**config.mk**
```make
export PLATFORM = sky130hd
export DESIGN_NAME = occupancy_frontier_detect_unit_flat
export DESIGN_NICKNAME = d
export VERILOG_FILES = /design/src/rtl/ofd_pkg.sv /design/src/rtl/ofd_if.sv /design/src/rtl/ofd_front.sv /design/src/rtl/ofd_queue.sv /design/src/rtl/ofd_back.sv /design/src/rtl/occupancy_frontier_detect_unit.sv /design/src/flat_wrapper.sv
export SDC_FILE = /design/constraint.sdc
export NUM_CORES = 2
export LEC_CHECK = 0
export BUFFER_PORTS_ARGS = -buffer_cell sky130_fd_sc_hd__buf_2
export CORE_AREA = 2 2 690 829
export DETAILED_ROUTE_END_ITERATION = 7
export DIE_AREA = 0 0 692 831
export GPL_ROUTABILITY_DRIVEN = 0
export PLACE_DENSITY = 0.48
export SYNTH_ARGS = -nofsm -noshare
export SYNTH_HDL_FRONTEND = slang
export SYNTH_MEMORY_MAX_BITS = 65536
export SYNTH_SLANG_ARGS = --single-unit
```
**constraint.sdc**
```tcl
create_clock -name i_clk -period 29.3 [get_ports i_clk]
set_input_delay 5.86 -clock i_clk [delete_from_list [all_inputs] [get_ports i_clk]]
set_output_delay 5.86 -clock i_clk [all_outputs]
set_load 0.1 [all_outputs]
```
**src/rtl/ofd_pkg.sv**
```systemverilog
package ofd_pkg;

    localparam int DEF_MAX_WIDTH  = 1024;
    localparam int DEF_MAX_HEIGHT = 1024;

    localparam int CELL_W      = 8;
    localparam int INDEX_W     = 20;
    localparam int CFG_INDEX_W = 2;
    localparam int CFG_DATA_W  = 11;
    localparam int LIMIT_W     = 7;
    localparam int CLASS_W     = 2;
    localparam int COLUMN_W    = 3 * CLASS_W;
    localparam int WINDOW_W    = 3 * COLUMN_W;

    localparam int MIN_SIZE        = 3;
    localparam int GRID_SIZE_RESET = 1024;

    localparam logic [CFG_INDEX_W-1:0] REG_GRID_WIDTH  = 2'd0;
    localparam logic [CFG_INDEX_W-1:0] REG_GRID_HEIGHT = 2'd1;
    localparam logic [CFG_INDEX_W-1:0] REG_FREE_LIMIT  = 2'd2;

    localparam logic [LIMIT_W-1:0] FREE_LIMIT_RESET = 7'd25;

    localparam logic signed [CELL_W-1:0] CELL_UNKNOWN = -8'sd1;

    // Class bits of one cell.
    localparam int CLS_UNKNOWN_BIT = 0;
    localparam int CLS_FREE_BIT    = 1;

    localparam logic [WINDOW_W-1:0] NEIGH_UNKNOWN_MASK = 18'h15455;
    localparam int                  CENTRE_FREE_BIT    = 9;

    localparam int QUEUE_DEPTH = 2;
    localparam int QUEUE_AW    = $clog2(QUEUE_DEPTH);
    localparam int QUEUE_CW    = $clog2(QUEUE_DEPTH + 1);

    typedef struct packed {
        logic [COLUMN_W-1:0] column;   // top, middle and new class of one column
        logic                eval;     // window centre is an interior cell
        logic                last;     // window centre is the final interior cell
        logic [INDEX_W-1:0]  index;    // linear index of the window centre
    } t_column_item;

endpackage

```
**src/rtl/ofd_if.sv**
```systemverilog
interface ofd_cell_if;
    import ofd_pkg::*;

    logic                     valid;
    logic                     ready;
    logic signed [CELL_W-1:0] occupancy;

    modport source (output valid, output occupancy, input ready);
    modport sink   (input valid, input occupancy, output ready);
endinterface

interface ofd_result_if;
    import ofd_pkg::*;

    logic               valid;
    logic               ready;
    logic [INDEX_W-1:0] cell_index;
    logic               frontier_flag;
    logic               last;

    modport source (output valid, output cell_index, output frontier_flag, output last,
                    input ready);
    modport sink   (input valid, input cell_index, input frontier_flag, input last,
                    output ready);
endinterface

interface ofd_cfg_if;
    import ofd_pkg::*;

    logic                   valid;
    logic                   ready;
    logic [CFG_INDEX_W-1:0] index;
    logic [CFG_DATA_W-1:0]  data;

    modport source (output valid, output index, output data, input ready);
    modport sink   (input valid, input index, input data, output ready);
endinterface

```
**src/rtl/ofd_front.sv**
```systemverilog
module ofd_front #(
    parameter int MAX_WIDTH  = ofd_pkg::DEF_MAX_WIDTH,
    parameter int MAX_HEIGHT = ofd_pkg::DEF_MAX_HEIGHT
) (
    input  logic                              i_clk,
    input  logic                              i_rst_n,
    ofd_cell_if.sink                          i_cell,
    input  logic [$clog2(MAX_WIDTH+1)-1:0]    i_width,
    input  logic [$clog2(MAX_HEIGHT+1)-1:0]   i_height,
    input  logic [ofd_pkg::LIMIT_W-1:0]       i_free_limit,
    input  logic                              i_restart,
    output logic                              o_push,
    output ofd_pkg::t_column_item             o_item,
    input  logic                              i_push_ready
);
    import ofd_pkg::*;

    localparam int WB = $clog2(MAX_WIDTH + 1);
    localparam int HB = $clog2(MAX_HEIGHT + 1);
    localparam int CB = $clog2(MAX_WIDTH);
    localparam int RB = $clog2(MAX_HEIGHT);

    // Each entry holds the classes of the two rows above: {top, middle}.
    logic [2*CLASS_W-1:0] r_row_store [MAX_WIDTH];
    logic [2*CLASS_W-1:0] r_rd;

    logic [CB-1:0]      r_col;
    logic [RB-1:0]      r_row;
    logic [INDEX_W-1:0] r_idx;

    logic               r_f1_valid;
    logic [CLASS_W-1:0] r_f1_cls;
    logic [CB-1:0]      r_f1_col;
    logic               r_f1_eval;
    logic               r_f1_last;
    logic [INDEX_W-1:0] r_f1_idx;

    logic               accept;
    logic               col_end;
    logic               row_end;
    logic [CLASS_W-1:0] cls;

    // No item is taken while the counters return to the first cell of a new map.
    assign i_cell.ready = (!r_f1_valid || i_push_ready) && !i_restart;
    assign accept       = i_cell.valid && i_cell.ready;
    assign o_push       = r_f1_valid && i_push_ready;

    assign col_end = (WB'(r_col) == i_width - WB'(1));
    assign row_end = (HB'(r_row) == i_height - HB'(1));

    always_comb begin
        cls                  = '0;
        cls[CLS_UNKNOWN_BIT] = (i_cell.occupancy == CELL_UNKNOWN);
        cls[CLS_FREE_BIT]    = !i_cell.occupancy[CELL_W-1]
                               && (i_cell.occupancy[LIMIT_W-1:0] <= i_free_limit);
    end

    always_comb begin
        o_item.column = {r_rd, r_f1_cls};
        o_item.eval   = r_f1_eval;
        o_item.last   = r_f1_last;
        o_item.index  = r_f1_idx;
    end

    always_ff @(posedge i_clk) begin
        if (accept) begin
            r_rd <= r_row_store[r_col];
        end
        if (o_push) begin
            r_row_store[r_f1_col] <= {r_rd[CLASS_W-1:0], r_f1_cls};
        end
    end

    always_ff @(posedge i_clk) begin
        if (!i_rst_n) begin
            r_col      <= '0;
            r_row      <= '0;
            r_idx      <= '0;
            r_f1_valid <= 1'b0;
        end else if (i_restart) begin
            r_col <= '0;
            r_row <= '0;
            r_idx <= '0;
        end else if (accept) begin
            r_f1_valid <= 1'b1;
            if (col_end) begin
                r_col <= '0;
                r_row <= row_end ? '0 : r_row + RB'(1);
            end else begin
                r_col <= r_col + CB'(1);
            end
            r_idx <= (col_end && row_end) ? '0 : r_idx + INDEX_W'(1);
        end else if (o_push) begin
            r_f1_valid <= 1'b0;
        end
    end

    always_ff @(posedge i_clk) begin
        if (accept) begin
            r_f1_cls  <= cls;
            r_f1_col  <= r_col;
            r_f1_eval <= (r_col >= CB'(2)) && (r_row >= RB'(2));
            r_f1_last <= col_end && row_end;
            // The centre sits one row up and one column left of the arriving cell.
            r_f1_idx  <= r_idx - INDEX_W'(i_width) - INDEX_W'(1);
        end
    end

endmodule

```
**src/rtl/ofd_queue.sv**
```systemverilog
module ofd_queue (
    input  logic                  i_clk,
    input  logic                  i_rst_n,
    input  logic                  i_push,
    input  ofd_pkg::t_column_item i_item,
    output logic                  o_push_ready,
    output logic                  o_valid,
    output ofd_pkg::t_column_item o_item,
    input  logic                  i_pop
);
    import ofd_pkg::*;

    t_column_item        r_entry [QUEUE_DEPTH];
    logic [QUEUE_AW-1:0] r_wp;
    logic [QUEUE_AW-1:0] r_rp;
    logic [QUEUE_CW-1:0] r_cnt;

    logic do_push;
    logic do_pop;

    assign o_push_ready = (r_cnt != QUEUE_CW'(QUEUE_DEPTH));
    assign o_valid      = (r_cnt != '0);
    assign o_item       = r_entry[r_rp];
    assign do_push      = i_push && o_push_ready;
    assign do_pop       = i_pop && o_valid;

    always_ff @(posedge i_clk) begin
        if (do_push) begin
            r_entry[r_wp] <= i_item;
        end
    end

    always_ff @(posedge i_clk) begin
        if (!i_rst_n) begin
            r_wp  <= '0;
            r_rp  <= '0;
            r_cnt <= '0;
        end else begin
            if (do_push) begin
                r_wp <= (r_wp == QUEUE_AW'(QUEUE_DEPTH - 1)) ? '0 : r_wp + QUEUE_AW'(1);
            end
            if (do_pop) begin
                r_rp <= (r_rp == QUEUE_AW'(QUEUE_DEPTH - 1)) ? '0 : r_rp + QUEUE_AW'(1);
            end
            if (do_push && !do_pop) begin
                r_cnt <= r_cnt + QUEUE_CW'(1);
            end else if (do_pop && !do_push) begin
                r_cnt <= r_cnt - QUEUE_CW'(1);
            end
        end
    end

endmodule

```
**src/rtl/ofd_back.sv**
```systemverilog
module ofd_back (
    input  logic                  i_clk,
    input  logic                  i_rst_n,
    input  logic                  i_restart,
    input  logic                  i_valid,
    input  ofd_pkg::t_column_item i_item,
    output logic                  o_pop,
    ofd_result_if.source          o_result
);
    import ofd_pkg::*;

    logic [WINDOW_W-1:0] r_win;
    logic [WINDOW_W-1:0] n_win;
    logic                r_o_valid;
    logic [INDEX_W-1:0]  r_o_index;
    logic                r_o_frontier;
    logic                r_o_last;

    logic frontier;
    logic emit;

    assign o_pop    = i_valid && (!r_o_valid || o_result.ready);
    assign n_win    = {r_win[WINDOW_W-COLUMN_W-1:0], i_item.column};
    assign frontier = n_win[CENTRE_FREE_BIT] && ((n_win & NEIGH_UNKNOWN_MASK) != '0);
    assign emit     = i_item.eval && (frontier || i_item.last);

    assign o_result.valid         = r_o_valid;
    assign o_result.cell_index    = r_o_index;
    assign o_result.frontier_flag = r_o_frontier;
    assign o_result.last          = r_o_last;

    always_ff @(posedge i_clk) begin
        if (!i_rst_n) begin
            r_win     <= '0;
            r_o_valid <= 1'b0;
        end else begin
            if (i_restart) begin
                r_win <= '0;
            end else if (o_pop) begin
                r_win <= n_win;
            end
            // A pop only happens when the output register is free or being emptied.
            if (o_pop) begin
                r_o_valid <= emit;
            end else if (o_result.ready) begin
                r_o_valid <= 1'b0;
            end
        end
    end

    always_ff @(posedge i_clk) begin
        if (o_pop && emit) begin
            r_o_index    <= i_item.index;
            r_o_frontier <= frontier;
            r_o_last     <= i_item.last;
        end
    end

endmodule

```
**src/rtl/occupancy_frontier_detect_unit.sv**
```systemverilog
// Frontier detector for an occupancy grid streamed in raster order, one signed byte
// per item. The block takes one cell per clock unless the output stalls or a
// restart is pending, and gives at most one result per cell: the linear index of
// each free interior cell that has an unknown neighbour, plus one result with the
// last flag for the final interior cell of every map. A result passes through the
// front-end register, queue and output register; the two-entry queue between the
// classifying front end and the window evaluator, and the output register, let
// either side stall without losing the one-cell-per-clock rate. The row store is a
// MAX_WIDTH by 4-bit memory with one read and one write per cell; it is not cleared
// after reset, which is harmless as no window centre is evaluated before the first
// two rows of every map are stored. Writing the width or height restarts the map at
// its first cell and holds the cell input off meanwhile; the sizes are clamped to
// 3..MAX_WIDTH and 3..MAX_HEIGHT. Configure only while no items are in flight.
module occupancy_frontier_detect_unit #(
    parameter int MAX_WIDTH  = ofd_pkg::DEF_MAX_WIDTH,
    parameter int MAX_HEIGHT = ofd_pkg::DEF_MAX_HEIGHT
) (
    input  logic          i_clk,
    input  logic          i_rst_n,
    ofd_cell_if.sink      i_cell,
    ofd_cfg_if.sink       i_cfg,
    ofd_result_if.source  o_result
);
    import ofd_pkg::*;

    localparam int WB = $clog2(MAX_WIDTH + 1);
    localparam int HB = $clog2(MAX_HEIGHT + 1);

    localparam int WIDTH_RESET  = (MAX_WIDTH < GRID_SIZE_RESET) ? MAX_WIDTH : GRID_SIZE_RESET;
    localparam int HEIGHT_RESET = (MAX_HEIGHT < GRID_SIZE_RESET) ? MAX_HEIGHT
                                                                  : GRID_SIZE_RESET;

    logic [WB-1:0]      r_width;
    logic [HB-1:0]      r_height;
    logic [LIMIT_W-1:0] r_free_limit;
    logic               r_restart;

    logic         cfg_write;
    logic         q_push;
    logic         q_push_ready;
    logic         q_valid;
    logic         q_pop;
    t_column_item front_item;
    t_column_item back_item;

    assign i_cfg.ready = 1'b1;
    assign cfg_write   = i_cfg.valid && i_cfg.ready;

    always_ff @(posedge i_clk) begin
        if (!i_rst_n) begin
            r_width      <= WB'(WIDTH_RESET);
            r_height     <= HB'(HEIGHT_RESET);
            r_free_limit <= FREE_LIMIT_RESET;
            r_restart    <= 1'b0;
        end else begin
            r_restart <= 1'b0;
            if (cfg_write) begin
                unique case (i_cfg.index)
                    REG_GRID_WIDTH: begin
                        if (32'(i_cfg.data) < MIN_SIZE) begin
                            r_width <= WB'(MIN_SIZE);
                        end else if (32'(i_cfg.data) > MAX_WIDTH) begin
                            r_width <= WB'(MAX_WIDTH);
                        end else begin
                            r_width <= WB'(i_cfg.data);
                        end
                        r_restart <= 1'b1;
                    end
                    REG_GRID_HEIGHT: begin
                        if (32'(i_cfg.data) < MIN_SIZE) begin
                            r_height <= HB'(MIN_SIZE);
                        end else if (32'(i_cfg.data) > MAX_HEIGHT) begin
                            r_height <= HB'(MAX_HEIGHT);
                        end else begin
                            r_height <= HB'(i_cfg.data);
                        end
                        r_restart <= 1'b1;
                    end
                    REG_FREE_LIMIT: begin
                        r_free_limit <= i_cfg.data[LIMIT_W-1:0];
                    end
                    default: begin
                    end
                endcase
            end
        end
    end

    ofd_front #(
        .MAX_WIDTH  (MAX_WIDTH),
        .MAX_HEIGHT (MAX_HEIGHT)
    ) u_front (
        .i_clk        (i_clk),
        .i_rst_n      (i_rst_n),
        .i_cell       (i_cell),
        .i_width      (r_width),
        .i_height     (r_height),
        .i_free_limit (r_free_limit),
        .i_restart    (r_restart),
        .o_push       (q_push),
        .o_item       (front_item),
        .i_push_ready (q_push_ready)
    );

    ofd_queue u_queue (
        .i_clk        (i_clk),
        .i_rst_n      (i_rst_n),
        .i_push       (q_push),
        .i_item       (front_item),
        .o_push_ready (q_push_ready),
        .o_valid      (q_valid),
        .o_item       (back_item),
        .i_pop        (q_pop)
    );

    ofd_back u_back (
        .i_clk     (i_clk),
        .i_rst_n   (i_rst_n),
        .i_restart (r_restart),
        .i_valid   (q_valid),
        .i_item    (back_item),
        .o_pop     (q_pop),
        .o_result  (o_result)
    );

endmodule
```
**src/flat_wrapper.sv**
```systemverilog
// flat-port wrapper written by rule: the top's interface ports become plain ports
module occupancy_frontier_detect_unit_flat import ofd_pkg::*;
#(
    parameter int MAX_WIDTH  = ofd_pkg::DEF_MAX_WIDTH,
    parameter int MAX_HEIGHT = ofd_pkg::DEF_MAX_HEIGHT
)
  (i_clk, i_rst_n, i_cell_valid, i_cell_occupancy, i_cell_ready, i_cfg_valid, i_cfg_index, i_cfg_data, i_cfg_ready, o_result_valid, o_result_cell_index, o_result_frontier_flag, o_result_last, o_result_ready);
  ofd_cell_if i_cell_i ();
  ofd_cfg_if i_cfg_i ();
  ofd_result_if o_result_i ();
  input  logic i_clk;
  input  logic i_rst_n;
  input wire logic [$bits(i_cell_i.valid)-1:0] i_cell_valid;
  input wire logic [$bits(i_cell_i.occupancy)-1:0] i_cell_occupancy;
  output wire logic [$bits(i_cell_i.ready)-1:0] i_cell_ready;
  input wire logic [$bits(i_cfg_i.valid)-1:0] i_cfg_valid;
  input wire logic [$bits(i_cfg_i.index)-1:0] i_cfg_index;
  input wire logic [$bits(i_cfg_i.data)-1:0] i_cfg_data;
  output wire logic [$bits(i_cfg_i.ready)-1:0] i_cfg_ready;
  output wire logic [$bits(o_result_i.valid)-1:0] o_result_valid;
  output wire logic [$bits(o_result_i.cell_index)-1:0] o_result_cell_index;
  output wire logic [$bits(o_result_i.frontier_flag)-1:0] o_result_frontier_flag;
  output wire logic [$bits(o_result_i.last)-1:0] o_result_last;
  input wire logic [$bits(o_result_i.ready)-1:0] o_result_ready;
  assign i_cell_i.valid = i_cell_valid;
  assign i_cell_i.occupancy = i_cell_occupancy;
  assign i_cell_ready = i_cell_i.ready;
  assign i_cfg_i.valid = i_cfg_valid;
  assign i_cfg_i.index = i_cfg_index;
  assign i_cfg_i.data = i_cfg_data;
  assign i_cfg_ready = i_cfg_i.ready;
  assign o_result_valid = o_result_i.valid;
  assign o_result_cell_index = o_result_i.cell_index;
  assign o_result_frontier_flag = o_result_i.frontier_flag;
  assign o_result_last = o_result_i.last;
  assign o_result_i.ready = o_result_ready;
  occupancy_frontier_detect_unit #(.MAX_WIDTH(MAX_WIDTH), .MAX_HEIGHT(MAX_HEIGHT)) u_core (.i_clk(i_clk), .i_rst_n(i_rst_n), .i_cell(i_cell_i), .i_cfg(i_cfg_i), .o_result(o_result_i));
endmodule
```
[After elaboration in Yosys (flattened, before gate mapping)]
Memories as Yosys holds them, arrays and structs flattened. A register that Yosys moved wholly into a read port is not among the register bits.
Cells that the tools add are included.
Storage, ports and cells
  flip-flop bits (word level): 143
  RAM bits: 4152
  bits of input ports: 26
  output and inout port bits: 25
  memories: 2
Operators by class
  add/sub/neg operators: 11
  magnitude comparators: 5
  equal/unequal tests: 6
  muxes and demuxes: 20
  bitwise logic cells: 2
  reduce and logical (&&, ||, !) cells: 37
Memory list
  u_core.u_front.r_row_store: words 1024, bits a word 4, read ports 1, clocked after memory_dff 1, write ports 1, line ofd_front.sv:24  | logic [2*CLASS_W-1:0] r_row_store [MAX_WIDTH];
  u_core.u_queue.r_entry: words 2, bits a word 28, read ports 1, clocked after memory_dff 1, write ports 1, line ofd_queue.sv:13  | t_column_item r_entry [QUEUE_DEPTH];
Operator list (count)
  $eq A10 B11 Y1: 2
  $mux W11: 2
  $sub A11 B1 Y11 const B: 2
  $add A10 B1 Y10 const B: 2
  $add A20 B1 Y20 const B: 1
  $ge A10 B2 Y1 const B: 2
  $mux W10: 2
  $mux W20: 1
  $sub A20 B1 Y20 const B: 1
  $sub A20 B11 Y20: 1
  $reduce_bool A18 Y1: 1
  $logic_and A1 B1 Y1: 14
  $mux W1: 13
  $reduce_and A2 Y1: 6
  $gt A11 B11 Y1 const B: 1
  $lt A11 B2 Y1 const B: 1
  $eq A8 B1 Y1 const B: 1
  $reduce_bool A2 Y1: 4
  $le A7 B7 Y1: 1
  $logic_not A1 Y1: 6
  $mux W2: 2
  $reduce_or A2 Y1: 2
  $logic_or A1 B1 Y1: 3
  $add A1 B1 Y1 const B: 2
  other kinds (7): 8

[Depth between registers and ports, before layout]
  depth in word-level cells: 7
  depth in mapped cells: 15
  depth with buffers taken out: 13

[Cells and area by module]
A second synthesis with hierarchy kept.
Unflattened totals
  cells, all modules: 8653
  area total of the unflattened synthesis: 169222.3 um^2
By module, submodules not included
  ofd_front: instances 1, cells each 8336, area an instance 164693.0 um^2, sequential area each 124959.8 um^2
  ofd_queue: instances 1, cells each 111, area an instance 2259.7 um^2, sequential area each 1781.7 um^2
  occupancy_frontier_detect_unit: instances 1, cells each 137, area an instance 1228.7 um^2, sequential area each 600.6 um^2
  ofd_back: instances 1, cells each 69, area an instance 1041.0 um^2, sequential area each 820.8 um^2

[Worst setup path after synthesis]
OpenSTA, ideal clock, no wires.
  path type: register to register
  from: reg u_core.u_front.r_f1_cls[0]
  to: mem u_core.u_front.r_row_store[0][0] (netlist name) (data pin)
  library setup time: 2.675 ns
  data arrival time: 12.040 ns
  required time: 26.625 ns
  slack: 14.584 ns
  stages on the path, launching flop included: 1
  buffers on the path: 0
  period minus slack after synthesis: 14.716 ns
  cells stage by stage: edfxtp_1
RTL lines
  start, declared: line ofd_front.sv:32  | logic [CLASS_W-1:0] r_f1_cls;
  start signal, assigned: line ofd_front.sv:100  | r_f1_cls <= cls;
  end, declared: line ofd_front.sv:24
No word-level cell before the write port.

[Final worst setup path]
  from: reg u_core.u_queue.r_cnt[0]
  to: out i_cell_ready
Between the ends
  cells in the longest elaborated chain, start to end: 3
RTL lines
  start, declared: line ofd_queue.sv:16  | logic [QUEUE_CW-1:0] r_cnt;
  start signal, assigned: line ofd_queue.sv:46  | r_cnt <= r_cnt + QUEUE_CW'(1);
  start signal, assigned: line ofd_queue.sv:48  | r_cnt <= r_cnt - QUEUE_CW'(1);
  $ne A2 B2 Y1: line ofd_queue.sv:21  | assign o_push_ready = (r_cnt != QUEUE_CW'(QUEUE_DEPTH));
  $logic_or A1 B1 Y1: line ofd_front.sv:44  | assign i_cell.ready = (!r_f1_valid || i_push_ready) && !i_restart;
  $logic_and A1 B1 Y1: line ofd_front.sv:44
  end, declared: line flat_wrapper.sv:15  | output wire logic [$bits(i_cell_i.ready)-1:0] i_cell_ready;
Every way passes these cells.

==> out/qor.yml <==
synthMuxAreaShare_pct: 14.4
drtIter0Drc: 7121
maxSlewViolCount: 0
synth_top_area_share_pct: 73.6
cts_tree: "done"
ant_nets: 0
multi_input_area_um2: 30900
antenna_found_initial: 30
total_leakage_power_nw: 44.0
p_per_area_nw_per_um2: 69.1
synth-xor-area-share_pct: 0.492
hold_viol_final: 0
layout_setup_ws_ps: 21360
rsz0062_at_grt: "false"
portBuffers: 49
slew_headroom_pct: 3.25
power_mw: 10.4
most-common-layout-cells: "edfxtp_1 (3183), nor2_1 (1109), mux4_2 (773), clkbuf_16 (337), buf_4 (178)"
grt_max_degree: 245
path_class: "reg2out"
wl_um: 377000
status: "finished clean"
die_x_um: 692
vdd_drop_max_mv: 0.0431
n_fill_cell: 56400
fmax_mhz: 126
period_minus_slack_ps: 7940
cap_violations: 0
yosys.area_share.simple_pct: 4.89
final_area_um2: 151000
finalCritPeriodShare_pct: 27.1
drt_pass1_iterations: 5
hpwlAfterDp_um: 222000
overflow: 0
post_drt_wl_per_cell_um: 25.6
seq_area_frac_synth_pct: 74.9
synth_seq_cells: 3267
synth_edf_count: 3183
ys_warn_count: 0
tightest_slew_ps: 1450
ctsHoldBuffers: 0
crit_path_end_kind: "output port"
cts-resized-gates: 0
final_cells: 14700
viasPerCell: 4.54
hold_slack_ps: 449
mostFrequentLayoutCell: "edfxtp_1"
drive_above_1_share_pct: 22.3
grt_usage_pct: 12.7
avgSynthCellArea_um2: 18.7
synth_fa_ha_area_share_pct: 0.266
grt_pass1_vias: 70400
clk_pin_slew_ps: 60
finClkSkew_ps: 57.3
h-tree-depth: 5
synth_cells: 6942
synth-compound-area-share_pct: 3.31
route.detailed.drc: 0
final.setup.tns_ps: 0
cts_sinks: 3267
synth-main-ff-cell: "edfxtp_1"
dieArea_um2: 575000
syn_area_um2: 130000
num-nets-final: 7055
worst_setup_path_start_kind: "flop"
num_io_pins: 51
postPlaceCellArea_um2: 140000
setup_viol: 0
synth_top_area_cell: "edfxtp_1"
grt_pass1_wl_um: 533000
dp_slack_ps: 20860
seq_area_um2: 97300
synth_top_family_by_area: "multiplexers"
cp.required_ps: 23440
areaGrowthSynthToFinish_pct: 15.8
root_buffer: "clkbuf_16"
crit_path_max_fanout: 5
cp.arrival_ps: 2080
fp-row-count: 303
cts_buffers: 331
final_core_util_pct: 26.6
coreArea_um2: 567000
die_y_um: 831
syn_nets: 6995
cts.path.max_buffers: 4
clock_latency_ps: 960
hp-class: "reg2reg"
post-place-cells: 14100
ys_top_cells_by_area: "edfxtp_1 (74%), mux4_2 (13%), nor2_1 (3.2%)"
post-cts-setup-buffers: 0
async_flop_share_pct: 0
initial_utilization_pct: 22.9
ys_types: 73
vias: 66900
per-layer routing:
metal	up-vias	global-route usage (%)	share of wire [%]
li1	28000	-	-
met4	6	4.01	3.4
met2	2432	22.4	51
met3	545	1.81	5.8
met5	-	0	0.011
met1	35900	16.0	40
report_power, final:
part / internal, mW / switching [mW] / total [mW]
registers: 5.21 / 0.0209 / 5.23
clock network: 2.50 / 1.84 / 4.33
logic: 0.310 / 0.519 / 0.829
logic make-up (layout without fill, tap and decap cells):
family | Yosys count | in the layout
xor gates and xnor gates | 73 | 73
buffers and inverters | 557 | 876
muxes | 898 | 898
DFF | 3267 | 3267
and+or+nand+nor | 1528 | 1528
AOI/OAI and AO/OA | 591 | 591
adders and majority gates | 27 | 27
other | 1 | 7
state kept, by name (all words and copies together), names as in the netlist, 3 cells and up, named ones only:
signal	flops
u_core.u_front.r_row_store	3072
u_core.u_queue.r_entry	52
u_core.u_back.o_result.cell_index	20
u_core.u_front.r_f1_idx	20
u_core.u_front.r_idx	20
u_core.r_height	11
u_core.r_width	11
u_core.u_front.r_col	10
u_core.u_front.r_f1_col	10
u_core.u_front.r_row	10
u_core.r_free_limit	7
u_core.u_back.r_win	7
u_core.u_front.r_rd	3
critical path, cell delays in order, from the launching register on:
cell	delay, ps
dfxtp_1	420
nor2b_1	80
a21oi_1	200
buf_2	460
synth_stat cells (all sizes together), types with 19 or more instances:
master / number
edfxtp: 3183
nor2: 1114
mux4: 773
clkbuf: 342
buf: 173
nand2: 154
a221oi: 100
a22o: 97
a22oi: 91
mux2i: 88
dfxtp: 84
a21oi: 78
nand3: 75
o21ai: 65
o22ai: 54
inv: 40
nor2b: 38
xnor2: 38
mux2: 37
xor2: 35
ha: 26
nor3: 26
a21boi: 24
and2: 19
final timing paths:
| check | start | to | slack [ps] | depth (start not counted) |
|---|---|---|---|---|
| max | u_core.u_queue.r_cnt[0] | i_cell_ready | 21360 | 3 |
| max reg2reg | u_core.u_front.r_col[0] | u_core.u_front.r_rd[0] | 23000 | 12 |
| min reg2reg | u_core.u_front.r_f1_idx[16] | u_core.u_queue.r_entry[1][16] | 450 | 0 |
| min | u_core.u_front.r_f1_idx[16] | u_core.u_queue.r_entry[1][16] | 450 | 0 |
layout make-up:
type / count / share of cell area [%]
antenna: 6 / 0.00997
clock buffer: 385 / 5.72
clock inverter: 207 / 1.56
inverter: 42 / 0.108
multi-input combinational: 3118 / 20.5
sequential: 3267 / 64.6
tap: 7472 / 6.21
timing repair buffer: 242 / 1.25
(Power assumes the default switching activity.)
